### config.mk
export PLATFORM = sky130hd
export DESIGN_NAME = majority_vote_debounce_with_toggle_count_flat
export DESIGN_NICKNAME = d
export VERILOG_FILES = /design/src/hdl/mvd_pkg.sv /design/src/hdl/mvd_if.sv /design/src/hdl/mvd_lane.sv /design/src/hdl/mvd_average.sv /design/src/hdl/majority_vote_debounce_with_toggle_count.sv /design/src/flat_wrapper.sv
export SDC_FILE = /design/constraint.sdc
export NUM_CORES = 1
export LEC_CHECK = 0
export BUFFER_PORTS_ARGS = -buffer_cell sky130_fd_sc_hd__buf_2
export CORE_MARGIN = 2
export CORE_UTILIZATION = 45
export CTS_CLUSTER_SIZE = 28
export DETAILED_ROUTE_END_ITERATION = 12
export PLACE_DENSITY = 0.59
export SYNTH_ARGS = -nofsm -noshare
export SYNTH_HDL_FRONTEND = slang
export SYNTH_SLANG_ARGS = --single-unit
### constraint.sdc
create_clock -name clk -period 12.4 [get_ports clk]
set_clock_uncertainty 0.15 [all_clocks]
set_input_delay 0.62 -clock clk [delete_from_list [all_inputs] [get_ports clk]]
set_output_delay 0.62 -clock clk [all_outputs]
set_load 0.005 [all_outputs]
### src/hdl/mvd_pkg.sv
// ----------------------------------------------------------------------------
// mvd_pkg
// Shared constants and types of the majority vote debounce block.
// ----------------------------------------------------------------------------
package mvd_pkg;

  localparam int SAMPLES_PER_ROUND = 10;
  localparam int HISTORY_DEPTH     = 20;

  localparam int CHANNELS  = 4;
  localparam int DIRECT_W  = 8;
  localparam int AUDIO_W   = 12;
  localparam int SUM_W     = 16;
  localparam int COUNT_W   = 4;
  localparam int TOGGLE_W  = 6;
  localparam int TOG_OUT_W = 5;

  localparam logic [COUNT_W-1:0] THRESHOLD_RESET = 4'd7;

  // register map
  localparam int  ADDR_W             = 3;
  localparam int  DATA_W             = 32;
  localparam logic REG_VOTE_THRESHOLD = 1'b0;

  typedef struct packed {
    logic take;
    logic last;
  } lane_ctl_t;

  typedef struct packed {
    logic here;
    logic prev_bit;
    logic next_bit;
  } ring_taps_t;

endpackage

### src/hdl/mvd_if.sv
// ----------------------------------------------------------------------------
// mvd_sample_if / mvd_result_if
// Valid/ready channels for raw samples and per-round results.
// ----------------------------------------------------------------------------
interface mvd_sample_if;
  logic                           valid;
  logic                           ready;
  logic [mvd_pkg::CHANNELS-1:0]   voted_raw_bits;
  logic [mvd_pkg::DIRECT_W-1:0]   direct_raw_bits;
  logic [mvd_pkg::AUDIO_W-1:0]    audio_sample;

  modport source (output valid, voted_raw_bits, direct_raw_bits, audio_sample, input ready);
  modport sink   (input valid, voted_raw_bits, direct_raw_bits, audio_sample, output ready);
endinterface

interface mvd_result_if;
  logic                           valid;
  logic                           ready;
  logic [mvd_pkg::CHANNELS-1:0]   voted_touch;
  logic [mvd_pkg::DIRECT_W-1:0]   direct_touch;
  logic [mvd_pkg::TOG_OUT_W-1:0]  toggles_ch0;
  logic [mvd_pkg::TOG_OUT_W-1:0]  toggles_ch1;
  logic [mvd_pkg::TOG_OUT_W-1:0]  toggles_ch2;
  logic [mvd_pkg::TOG_OUT_W-1:0]  toggles_ch3;
  logic [mvd_pkg::AUDIO_W-1:0]    audio_average;

  modport source (output valid, voted_touch, direct_touch, toggles_ch0, toggles_ch1,
                  toggles_ch2, toggles_ch3, audio_average, input ready);
  modport sink   (input valid, voted_touch, direct_touch, toggles_ch0, toggles_ch1,
                  toggles_ch2, toggles_ch3, audio_average, output ready);
endinterface

### src/hdl/mvd_lane.sv
// ----------------------------------------------------------------------------
// mvd_lane
// One voted channel: high-sample counter, threshold vote, toggle count.
// ----------------------------------------------------------------------------
module mvd_lane (
  input  logic                          clk,
  input  logic                          rst,
  input  mvd_pkg::lane_ctl_t            ctl,
  input  logic                          raw_bit,
  input  logic [mvd_pkg::COUNT_W-1:0]   threshold,
  input  mvd_pkg::ring_taps_t           taps,
  output logic                          voted,
  output logic [mvd_pkg::TOGGLE_W-1:0]  toggles_next
);

  logic [mvd_pkg::COUNT_W-1:0]  count;
  logic [mvd_pkg::COUNT_W-1:0]  count_next;
  logic [mvd_pkg::TOGGLE_W-1:0] toggles;
  logic [1:0]                   old_mism;
  logic [1:0]                   new_mism;

  assign count_next = count + mvd_pkg::COUNT_W'(raw_bit);
  assign voted      = (count_next >= threshold);

  // mismatches of the current slot with its two ring neighbors, before and after
  assign old_mism = 2'(taps.here != taps.prev_bit) + 2'(taps.here != taps.next_bit);
  assign new_mism = 2'(voted != taps.prev_bit) + 2'(voted != taps.next_bit);

  assign toggles_next = toggles - mvd_pkg::TOGGLE_W'(old_mism)
                                + mvd_pkg::TOGGLE_W'(new_mism);

  always_ff @(posedge clk) begin
    if (rst) begin
      count   <= '0;
      toggles <= '0;
    end else if (ctl.take) begin
      if (ctl.last) begin
        count   <= '0;
        toggles <= toggles_next;
      end else begin
        count <= count_next;
      end
    end
  end

endmodule

### src/hdl/mvd_average.sv
// ----------------------------------------------------------------------------
// mvd_average
// Round audio sum divided by the sample count, by registered reciprocal multiply.
// ----------------------------------------------------------------------------
module mvd_average #(
  parameter int DIVISOR = mvd_pkg::SAMPLES_PER_ROUND
) (
  input  logic                         clk,
  input  logic                         load,
  input  logic [mvd_pkg::SUM_W-1:0]    sum,
  output logic [mvd_pkg::AUDIO_W-1:0]  average
);

  // exact floor for every dividend below 2**SUM_W
  localparam int SHIFT  = mvd_pkg::SUM_W + $clog2(DIVISOR);
  localparam int MULT_W = mvd_pkg::SUM_W + 2;
  localparam longint unsigned MULT = ((64'd1 << SHIFT) + 64'(DIVISOR) - 64'd1) / 64'(DIVISOR);
  localparam int PROD_W = mvd_pkg::SUM_W + MULT_W;

  localparam logic [MULT_W-1:0] MULT_K = MULT_W'(MULT);

  logic [PROD_W-1:0] product;

  always_ff @(posedge clk) begin
    if (load) begin
      product <= PROD_W'(sum) * PROD_W'(MULT_K);
    end
  end

  assign average = product[SHIFT +: mvd_pkg::AUDIO_W];

endmodule

### src/hdl/majority_vote_debounce_with_toggle_count.sv
// ----------------------------------------------------------------------------
// majority_vote_debounce_with_toggle_count
// Round-based touch debounce with history toggle counts and audio averaging.
// ----------------------------------------------------------------------------
// One raw sample is taken per clock cycle while input ready is high. Every
// SAMPLES_PER_ROUND samples make a round; the round's last sample produces one
// result via the s1 and output registers. Four channel lanes vote and update
// their toggle counts in the cycle that takes the last sample, and the history
// ring is a shift line that rotates once per round so the slot being written
// is always at one tap. The audio average goes through one registered reciprocal
// multiplier stage. Input ready drops only while a finished round and the output
// register both wait on a stalled sink. History and counts clear at reset.
module majority_vote_debounce_with_toggle_count #(
  parameter int SAMPLES_PER_ROUND = mvd_pkg::SAMPLES_PER_ROUND,
  parameter int HISTORY_DEPTH     = mvd_pkg::HISTORY_DEPTH
) (
  input  logic                         clk,
  input  logic                         rst,
  input  logic                         psel,
  input  logic                         penable,
  input  logic                         pwrite,
  input  logic [mvd_pkg::ADDR_W-1:0]   paddr,
  input  logic [mvd_pkg::DATA_W-1:0]   pwdata,
  output logic [mvd_pkg::DATA_W-1:0]   prdata,
  output logic                         pready,
  mvd_sample_if.sink                   samples,
  mvd_result_if.source                 results
);

  localparam int CH = mvd_pkg::CHANNELS;

  // ---------------- configuration ----------------
  logic [mvd_pkg::COUNT_W-1:0] vote_threshold;
  logic                        reg_sel;

  assign pready  = 1'b1;
  assign reg_sel = (paddr[2] == mvd_pkg::REG_VOTE_THRESHOLD);
  assign prdata  = reg_sel ? mvd_pkg::DATA_W'(vote_threshold) : '0;

  always_ff @(posedge clk) begin
    if (rst) begin
      vote_threshold <= mvd_pkg::THRESHOLD_RESET;
    end else if (psel && penable && pwrite && pready && reg_sel) begin
      vote_threshold <= pwdata[mvd_pkg::COUNT_W-1:0];
    end
  end

  // ---------------- round bookkeeping ----------------
  logic                        take;
  logic                        last;
  logic [mvd_pkg::COUNT_W-1:0] sample_counter;
  logic [mvd_pkg::SUM_W-1:0]   audio_sum;
  logic [mvd_pkg::SUM_W-1:0]   audio_sum_next;
  mvd_pkg::lane_ctl_t          ctl;

  assign take           = samples.valid && samples.ready;
  assign last           = (sample_counter == mvd_pkg::COUNT_W'(SAMPLES_PER_ROUND - 1));
  assign audio_sum_next = audio_sum + mvd_pkg::SUM_W'(samples.audio_sample);
  assign ctl.take       = take;
  assign ctl.last       = last;

  always_ff @(posedge clk) begin
    if (rst) begin
      sample_counter <= '0;
      audio_sum      <= '0;
    end else if (take) begin
      if (last) begin
        sample_counter <= '0;
        audio_sum      <= '0;
      end else begin
        sample_counter <= sample_counter + mvd_pkg::COUNT_W'(1);
        audio_sum      <= audio_sum_next;
      end
    end
  end

  // ---------------- history ring ----------------
  // ring[0] is the slot this round writes, ring[1] the next, ring[DEPTH-1] the previous
  logic [CH-1:0] ring [HISTORY_DEPTH];
  logic [CH-1:0] voted;

  always_ff @(posedge clk) begin
    if (rst) begin
      for (int i = 0; i < HISTORY_DEPTH; i++) begin
        ring[i] <= '0;
      end
    end else if (take && last) begin
      for (int i = 0; i < HISTORY_DEPTH - 1; i++) begin
        ring[i] <= ring[i + 1];
      end
      ring[HISTORY_DEPTH - 1] <= voted;
    end
  end

  // ---------------- channel lanes ----------------
  logic [mvd_pkg::TOGGLE_W-1:0] toggles_next [CH];

  for (genvar c = 0; c < CH; c++) begin : g_lane
    mvd_pkg::ring_taps_t taps;

    assign taps.here     = ring[0][c];
    assign taps.prev_bit = ring[HISTORY_DEPTH - 1][c];
    assign taps.next_bit = ring[1][c];

    mvd_lane u_lane (
      .clk          (clk),
      .rst          (rst),
      .ctl          (ctl),
      .raw_bit      (samples.voted_raw_bits[c]),
      .threshold    (vote_threshold),
      .taps         (taps),
      .voted        (voted[c]),
      .toggles_next (toggles_next[c])
    );
  end

  // ---------------- merge and output pipeline ----------------
  logic                          s1_valid;
  logic [CH-1:0]                 s1_voted;
  logic [mvd_pkg::DIRECT_W-1:0]  s1_direct;
  logic [mvd_pkg::TOG_OUT_W-1:0] s1_toggles [CH];
  logic [mvd_pkg::SUM_W-1:0]     s1_sum;
  logic                          advance;
  logic                          out_valid;

  assign advance       = s1_valid && (!out_valid || results.ready);
  assign samples.ready = !s1_valid || advance;

  always_ff @(posedge clk) begin
    if (rst) begin
      s1_valid <= 1'b0;
    end else if (take && last) begin
      s1_valid <= 1'b1;
    end else if (advance) begin
      s1_valid <= 1'b0;
    end
  end

  always_ff @(posedge clk) begin
    if (take && last) begin
      s1_voted  <= voted;
      s1_direct <= samples.direct_raw_bits;
      s1_sum    <= audio_sum_next;
      for (int c = 0; c < CH; c++) begin
        s1_toggles[c] <= toggles_next[c][mvd_pkg::TOG_OUT_W-1:0];
      end
    end
  end

  always_ff @(posedge clk) begin
    if (rst) begin
      out_valid <= 1'b0;
    end else if (advance) begin
      out_valid <= 1'b1;
    end else if (results.ready) begin
      out_valid <= 1'b0;
    end
  end

  always_ff @(posedge clk) begin
    if (advance) begin
      results.voted_touch  <= s1_voted;
      results.direct_touch <= s1_direct;
      results.toggles_ch0  <= s1_toggles[0];
      results.toggles_ch1  <= s1_toggles[1];
      results.toggles_ch2  <= s1_toggles[2];
      results.toggles_ch3  <= s1_toggles[3];
    end
  end

  mvd_average #(
    .DIVISOR (SAMPLES_PER_ROUND)
  ) u_average (
    .clk     (clk),
    .load    (advance),
    .sum     (s1_sum),
    .average (results.audio_average)
  );

  assign results.valid = out_valid;

endmodule

### src/flat_wrapper.sv
// flat-port wrapper written by rule: the top's interface ports become plain ports
module majority_vote_debounce_with_toggle_count_flat 
#(
  parameter int SAMPLES_PER_ROUND = mvd_pkg::SAMPLES_PER_ROUND,
  parameter int HISTORY_DEPTH     = mvd_pkg::HISTORY_DEPTH
)
  (clk, rst, psel, penable, pwrite, paddr, pwdata, prdata, pready, samples_valid, samples_voted_raw_bits, samples_direct_raw_bits, samples_audio_sample, samples_ready, results_valid, results_voted_touch, results_direct_touch, results_toggles_ch0, results_toggles_ch1, results_toggles_ch2, results_toggles_ch3, results_audio_average, results_ready);
  mvd_sample_if samples_i ();
  mvd_result_if results_i ();
  input  logic clk;
  input  logic rst;
  input  logic psel;
  input  logic penable;
  input  logic pwrite;
  input  logic [mvd_pkg::ADDR_W-1:0] paddr;
  input  logic [mvd_pkg::DATA_W-1:0] pwdata;
  output logic [mvd_pkg::DATA_W-1:0] prdata;
  output logic pready;
  input wire logic [$bits(samples_i.valid)-1:0] samples_valid;
  input wire logic [$bits(samples_i.voted_raw_bits)-1:0] samples_voted_raw_bits;
  input wire logic [$bits(samples_i.direct_raw_bits)-1:0] samples_direct_raw_bits;
  input wire logic [$bits(samples_i.audio_sample)-1:0] samples_audio_sample;
  output wire logic [$bits(samples_i.ready)-1:0] samples_ready;
  output wire logic [$bits(results_i.valid)-1:0] results_valid;
  output wire logic [$bits(results_i.voted_touch)-1:0] results_voted_touch;
  output wire logic [$bits(results_i.direct_touch)-1:0] results_direct_touch;
  output wire logic [$bits(results_i.toggles_ch0)-1:0] results_toggles_ch0;
  output wire logic [$bits(results_i.toggles_ch1)-1:0] results_toggles_ch1;
  output wire logic [$bits(results_i.toggles_ch2)-1:0] results_toggles_ch2;
  output wire logic [$bits(results_i.toggles_ch3)-1:0] results_toggles_ch3;
  output wire logic [$bits(results_i.audio_average)-1:0] results_audio_average;
  input wire logic [$bits(results_i.ready)-1:0] results_ready;
  assign samples_i.valid = samples_valid;
  assign samples_i.voted_raw_bits = samples_voted_raw_bits;
  assign samples_i.direct_raw_bits = samples_direct_raw_bits;
  assign samples_i.audio_sample = samples_audio_sample;
  assign samples_ready = samples_i.ready;
  assign results_valid = results_i.valid;
  assign results_voted_touch = results_i.voted_touch;
  assign results_direct_touch = results_i.direct_touch;
  assign results_toggles_ch0 = results_i.toggles_ch0;
  assign results_toggles_ch1 = results_i.toggles_ch1;
  assign results_toggles_ch2 = results_i.toggles_ch2;
  assign results_toggles_ch3 = results_i.toggles_ch3;
  assign results_audio_average = results_i.audio_average;
  assign results_i.ready = results_ready;
  majority_vote_debounce_with_toggle_count #(.SAMPLES_PER_ROUND(SAMPLES_PER_ROUND), .HISTORY_DEPTH(HISTORY_DEPTH)) u_core (.clk(clk), .rst(rst), .psel(psel), .penable(penable), .pwrite(pwrite), .paddr(paddr), .pwdata(pwdata), .prdata(prdata), .pready(pready), .samples(samples_i), .results(results_i));
endmodule
==> flow_metrics.py, run 1 <==
metrics = {
    "run_status": {
        "outcome": "completed",
    },
    "clock_tree": {
        "clock_latency_ns": 0.54,
        "cts_setup_buffers": 0,
        "clock_path_buffers": 3,
        "cts_tree": "yes",
        "ctsHtreeMaxLevel": 1,
        "ctsHoldBuffers": 0,
        "cts.repair.resized": 0,
        "cts_buffers": 26,
        "clockRootBuffer": "clkbuf_16",
        "clkSlewWorstSetupHoldPaths_ns": 0.06,
        "clock_sinks": 234,
    },
    "final_layout": {
        "multiInputGateArea_um2": 7381,
        "register_area_um2": 6406,
        "layout_commonest_cell": "inv_1",
        "utilization_pct": 51.21,
        "n_antenna_cell": 0,
        "layout-drive-gt1-share_pct": 10.03,
        "final_area_um2": 16700,
        "fillers": 2941,
        "layout_common_cells": "inv_1 (250), ha_1 (177), edfxtp_1 (172)",
        "nets": 1751,
        "syn2layout_area_growth_pct": 11.83,
    },
    "power_and_ir_drop": {
        "clkPwrFrac_pct": 45.4,
        "p_int_mw": 1.441,
        "power.density_nw_per_um2": 110.0,
        "p_comb_share_pct": 7.3,
        "switching_share_pct": 21.56,
        "power_switching_mw": 0.3960,
        "p_seq_share_pct": 47.3,
        "p_leak_nw": 7.645,
        "ir_drop_v": 0.0001163,
    },
    "sta": {
        "setup_tns_ns": 0,
        "relSlewSlack_pct": 26.48,
        "post-route-period-util_pct": 48.36,
        "fin_hold_ws_ns": 0.1176,
        "worst_pin_slew_ns": 1.100,
        "grt_setup_unrepaired": "false",
        "period_needed_ns": 5.997,
        "maxSlewViolCount": 0,
        "hold_viol_final": 0,
        "max_freq_mhz": 166.8,
        "finalSetupViolations": 0,
    },
    "worst_setup_path": {
        "r2r_cells": 18,
        "cp_max_fo": 5,
        "required_ns": 12.58,
        "worstSetupEndpointType": "register",
        "cp-start-kind": "register",
        "crit_type": "register to register",
        "critPathArrivalTime_ns": 6.18,
    },
    "logic_synthesis": {
        "yosysUniqueCellTypes": 59,
        "async_reset_ff_share_pct": 0,
        "synth_seq_area_share_pct": 42.89,
        "yosysTopAreaCell": "edfxtp_1",
        "yosys-top-cells-area": "edfxtp_1 (35%), ha_1 (15%), fa_1 (12%)",
        "syn_area_per_cell_um2": 11.26,
        "synth_top_area_share_pct": 34.58,
        "yosys_warnings": 0,
        "synth_edf_count": 172,
        "syn-instance-count": 1326,
        "ys_ff_latch": 234,
        "ys.flop_type": "edfxtp_1",
        "syn_area_um2": 14940,
    },
    "routing": {
        "ant_nets": 0,
        "firstDrtPassIters": 4,
        "viasPerCell": 4.833,
        "via_count": 9076,
        "drt_iter0_markers": 487,
        "wl_per_cell_um": 15.06,
        "drc": 0,
        "routed_wl_um": 28290,
    },
    "floorplan": {
        "io_pins": 145,
        "die_width_um": 186.2,
        "num_rows": 66,
        "coreArea_um2": 32620,
        "die-area_um2": 34670,
        "fp.dieH_um": 186.2,
        "start_util_pct": 45.79,
    },
    "flow_run": {
        "max_cap_viol_count": 0,
    },
    "placed_design": {
        "gp_congestion": 0.8577,
        "hpwl_um": 20550,
        "postPlaceCellArea_um2": 15770,
        "io_buffers": 85,
    },
    "global_route": {
        "antenna_found_initial": 0,
        "overflow": 0,
        "grt_pass1_vias": 9062,
        "grt_usage_pct": 16.97,
        "grt_pass1_wl_um": 46420,
        "grt_max_degree": 81,
    },
    "worst_hold_path": {
        "hold_depth": 1,
        "hold_path.class": "input pin to register",
    },
}
[cell usage after synthesis (all sizes together), types with 12 or more instances]
master,instances
a21o,24
a21oi,65
a22oi,12
and2,74
buf,35
clkbuf,23
dfxtp,62
edfxtp,172
fa,92
ha,177
inv,251
nand2,48
nand3,23
nor2,53
nor2b,16
o21ai,22
xnor2,45
xor2,26
[flip-flops by register name, indices dropped and copies added, names as in the netlist, 4 cells and up]
name and cells:
u_core.results.voted_touch 4, results_toggles_ch0 5, u_core.results.direct_touch 8, u_core.s1_sum 16, u_core.s1_toggles 20, u_core.u_average.product 12, u_core.g_lane.u_lane.count 16, results_toggles_ch3 5
results_toggles_ch2 5, u_core.vote_threshold 4, u_core.sample_counter 4, u_core.g_lane.u_lane.toggles 20, u_core.ring 80, u_core.audio_sum 16, u_core.s1_direct 8, u_core.s1_voted 4
results_toggles_ch1 5
[final timing paths]
check	slack [ns]	end	from
worst max-delay path	6.40	u_core.u_average.product[24]$_DFFE_PP_	u_core.s1_sum[7]$_DFFE_PP_
worst min-delay path	0.12	u_core.s1_direct[1]$_DFFE_PP_	samples_direct_raw_bits[1]
worst max register to register	6.40	u_core.u_average.product[24]$_DFFE_PP_	u_core.s1_sum[7]$_DFFE_PP_
worst min register to register	0.26	results_toggles_ch3[3]$_DFFE_PP_	u_core.s1_toggles[3][3]$_DFFE_PP_
[cells by family after synthesis]
logic type      after synthesis  synth area share [%]
other cells                   2               0.05028
buf+inv                     309                 8.527
simple gates                264                 9.440
compound gates              176                 7.706
mux                           1               0.06702
xor+xnor                     71                 4.163
flops                       234                 42.89
fa+ha+maj                   269                 27.16
[power groups by stage]
stage | logic (mW) | registers (mW) | clock network (mW)
2_1_floorplan | 0.108 | 0.882 | 0
3_3_place_gp | 0.132 | 0.884 | 0
3_5_place_dp | 0.136 | 0.885 | 0
4_1_cts | 0.136 | 0.869 | 0.859
5_1_grt | 0.156 | 0.871 | 0.889
6_report | 0.135 | 0.869 | 0.834
[layout make-up]
cell class | instances | share of cell area [%]
Inverter | 251 | 5.640
Clock inverter | 12 | 1.363
Timing Repair Buffer | 93 | 2.906
Multi-Input combinational cell | 810 | 44.19
Sequential cell | 234 | 38.35
Clock buffer | 36 | 4.240
Tap cell | 442 | 3.311
[layer usage]
| metal | GRT usage (%) | vias up | routed length (µm) |
|---|---|---|---|
| li1 | - | 4532 | - |
| met1 | 23.07 | 4375 | 13450 |
| met2 | 29.00 | 130 | 13320 |
| met3 | 2.220 | 39 | 866 |
| met4 | 4.031 | 0 | 652 |
| met5 | 0 | - | 0 |
[critical path: stages, from the launching register on]
cell and delay, ns:
edfxtp_1 0.55, ha_1 0.38, inv_1 0.11, fa_1 0.55
inv_1 0.05, fa_1 0.52, fa_1 0.52, fa_1 0.55
inv_1 0.05, fa_1 0.53, inv_1 0.04, ha_1 0.29
a21o_1 0.18, a21o_1 0.18, o21bai_1 0.18, o31a_1 0.27
a21o_1 0.19, a2111o_1 0.41, o311ai_1 0.09
[through the flow]
stage | instances | setup slack, ns | power [mW]
after floorplan | 1353 | 6.845 | 0.9901
after global placement | 1830 | 6.415 | 1.017
after detailed placement | 1830 | 6.374 | 1.020
after CTS | 1878 | 6.365 | 1.864
after global routing | 1878 | 6.122 | 1.916
final | 1878 | 6.403 | 1.837
Power figures use the tool's default switching activity.
==> run 2: changes to the inputs <==
PLACE_DENSITY = 0.62   (was 0.59)
clock period = 5.35 ns   (was 12.4 ns; I/O delays follow)
==> run 2 against run 1 <==
Net effect:
- the flow now finishes with violations (negative setup slack)
- global-route usage rose by 0.82 points
- maximum frequency increased by 9.7%
- combinational power rose by 140%
- design area grew 7.5%
- sequential power increased by 130%
- register-to-register slack lost 6.5 ns
- critical endpoint unchanged
==> flow_metrics.py, run 2 (synthesized netlist as in run 1, its figures left out) <==
metrics = {
    "routing": {
        "wl_per_cell_um": 15.28,
        "firstDrtPassIters": 4,
        "ant_nets": 0,
        "drc": 0,
        "drt_iter0_markers": 503,
        "via_count": 9530,
        "viasPerCell": 4.803,
        "routed_wl_um": 30310,
    },
    "floorplan": {
        "coreArea_um2": 32620,
        "io_pins": 145,
        "start_util_pct": 45.79,
        "num_rows": 66,
        "die_width_um": 186.2,
        "die-area_um2": 34670,
        "fp.dieH_um": 186.2,
    },
    "sta": {
        "finalSetupViolations": 7,
        "grt_setup_unrepaired": "true",
        "relSlewSlack_pct": 9.952,
        "hold_viol_final": 0,
        "fin_hold_ws_ns": 0.02162,
        "maxSlewViolCount": 0,
        "period_needed_ns": 5.465,
        "max_freq_mhz": 183.0,
        "worst_pin_slew_ns": 1.346,
        "worst_slack_ns": -0.1154,
        "post-route-period-util_pct": 102.2,
    },
    "flow_run": {
        "max_cap_viol_count": 0,
    },
    "global_route": {
        "grt_pass1_vias": 9581,
        "grt_max_degree": 81,
        "grt_pass1_wl_um": 48560,
        "antenna_found_initial": 0,
        "overflow": 0,
        "grt_usage_pct": 17.79,
    },
    "worst_setup_path": {
        "cp_common_cell": "fa_1",
        "worstSetupEndpointType": "register",
        "cp.depth": 18,
        "r2r_cells": 18,
        "cp_max_fo": 4,
        "critPathArrivalTime_ns": 5.66,
        "crit_chain": "ha_4 > inv_2 > fa_1 > inv_1 > fa_1 > fa_1 > fa_1 > inv_2 > fa_1 > inv_2 > ha_4 > a21o_1 > a21o_1 > o21bai_4 > o31a_1 > a21o_1 > a2111o_1 > o311ai_1",
        "cp-start-kind": "register",
        "path_delay_family": "adder cells",
        "required_ns": 5.54,
        "crit_type": "register to register",
        "cpMaxStageDelayCell": "fa_1",
        "critPathBufInv": 4,
        "slowest_delay_ns": 0.52,
    },
    "placed_design": {
        "postPlaceCellArea_um2": 16290,
        "hpwl_um": 22050,
        "io_buffers": 85,
        "gp_congestion": 0.9023,
        "dp_slack_ns": -0.2818,
        "placedCellCount": 1900,
    },
    "final_layout": {
        "n_antenna_cell": 0,
        "final_area_um2": 17950,
        "fin_cells": 1984,
        "reg_top3": "u_core.ring: 80 flops, u_core.g_lane.u_lane.toggles: 20 flops, u_core.s1_toggles: 20 flops",
        "nets": 1857,
        "layout-drive-gt1-share_pct": 18.48,
        "layout_common_cells": "inv_1 (245), edfxtp_1 (172), ha_1 (158)",
        "fillers": 2765,
        "syn2layout_area_growth_pct": 20.19,
        "layout_commonest_cell": "inv_1",
        "largest_reg_flops": 80,
        "max_flop_register": "u_core.ring",
    },
    "power_and_ir_drop": {
        "p_leak_nw": 8.176,
        "p_comb_share_pct": 7.6,
        "clkPwrFrac_pct": 45.0,
        "p_int_mw": 3.301,
        "power.density_nw_per_um2": 236.5,
        "p_seq_share_pct": 47.4,
        "switching_share_pct": 22.25,
        "finalPower_mw": 4.246,
        "power_switching_mw": 0.9447,
        "ir_drop_v": 0.0002645,
    },
    "clock_tree": {
        "cts_tree": "yes",
        "clock_latency_ns": 0.54,
        "clock_sinks": 234,
        "ctsHtreeMaxLevel": 1,
        "clock_path_buffers": 3,
        "clkSlewWorstSetupHoldPaths_ns": 0.06,
        "cts_buffers": 26,
        "clockRootBuffer": "clkbuf_16",
    },
    "worst_hold_path": {
        "hold_depth": 4,
        "hold_path.class": "input pin to register",
    },
    "run_status": {
        "outcome": "finished, violations left",
        "violations": "negative setup slack",
    },
}
-- run 2: cell count changes in the layout (fill, tap and decap cells not counted), sizes merged --
cell         change
clkbuf           -4
buf             +91
inv              +1
bufinv           -1
dlygate4sd3     +15
clkinv           +5
clkinvlp         -1
-- run 2: timing repair --
item / 4_1_cts / 5_1_grt
resized for setup: 24 / 41
endpoints found under the setup margin: 10 / 11
cloned: 0 / 0
setup buffers: 12 / 10
endpoints found under the hold margin: 17 / 0
hold buffers: 15 / 0
pin swaps: 24 / 39
-- run 2: final timing paths --
path | from | end | slack (ns)
worst min register to register | u_core.s1_toggles[2][3]$_DFFE_PP_ | results_toggles_ch2[3]$_DFFE_PP_ | 0.27
worst min-delay path | samples_voted_raw_bits[3] | u_core.g_lane[3].u_lane.count[0]$_SDFFE_PP0P_ | 0.02
worst max-delay path | u_core.s1_sum[2]$_DFFE_PP_ | u_core.u_average.product[24]$_DFFE_PP_ | -0.12
worst max register to register | u_core.s1_sum[2]$_DFFE_PP_ | u_core.u_average.product[24]$_DFFE_PP_ | -0.12
-- run 2: per-layer routing --
layer,GRT usage (%),vias to the layer above,share of wire [%]
met5,0,-,0
met4,4.472,0,2.5
met3,2.005,48,3.4
met2,30.57,155,48
met1,24.12,4588,46
li1,-,4739,-
-- run 2: metrics by stage --
step	util, %	setup TNS [ns]
after floorplan	-	0
after global placement	49.93	-0.7313
after detailed placement	49.93	-1.739
after CTS	53.98	-0.9675
after global routing	55.04	-1.866
final	55.04	-0.4429
-- run 2: final cells by class --
type                       instances  area (µm²)  area share, %
clock buffer                      32       693.2          3.861
clock inverter                    16       237.7          1.324
timing repair buffer             199        1338          7.451
sequential                       234        6406          35.68
tap                              442       553.0          3.081
multi-input combinational        810        7782          43.35
inverter                         251       942.2          5.248
-- run 2: power groups by stage --
stage	Combinational (mW)	Sequential, mW	Clock (mW)
final	0.323	2.01	1.91
after global routing	0.371	2.02	2.03
after CTS	0.323	2.01	1.95
after detailed placement	0.311	2.05	0
after global placement	0.303	2.05	0
after floorplan	0.251	2.04	0
-- run 2: worst register-to-register path, cell delays in order, from the launching register on --
cell and delay [ns]:
edfxtp_1 0.49, ha_4 0.32, inv_2 0.03, fa_1 0.49, inv_1 0.04, fa_1 0.52, fa_1 0.44, fa_1 0.52
inv_2 0.04, fa_1 0.52, inv_2 0.05, ha_4 0.21, a21o_1 0.14, a21o_1 0.21, o21bai_4 0.18, o31a_1 0.25
a21o_1 0.19, a2111o_1 0.36, o311ai_1 0.09
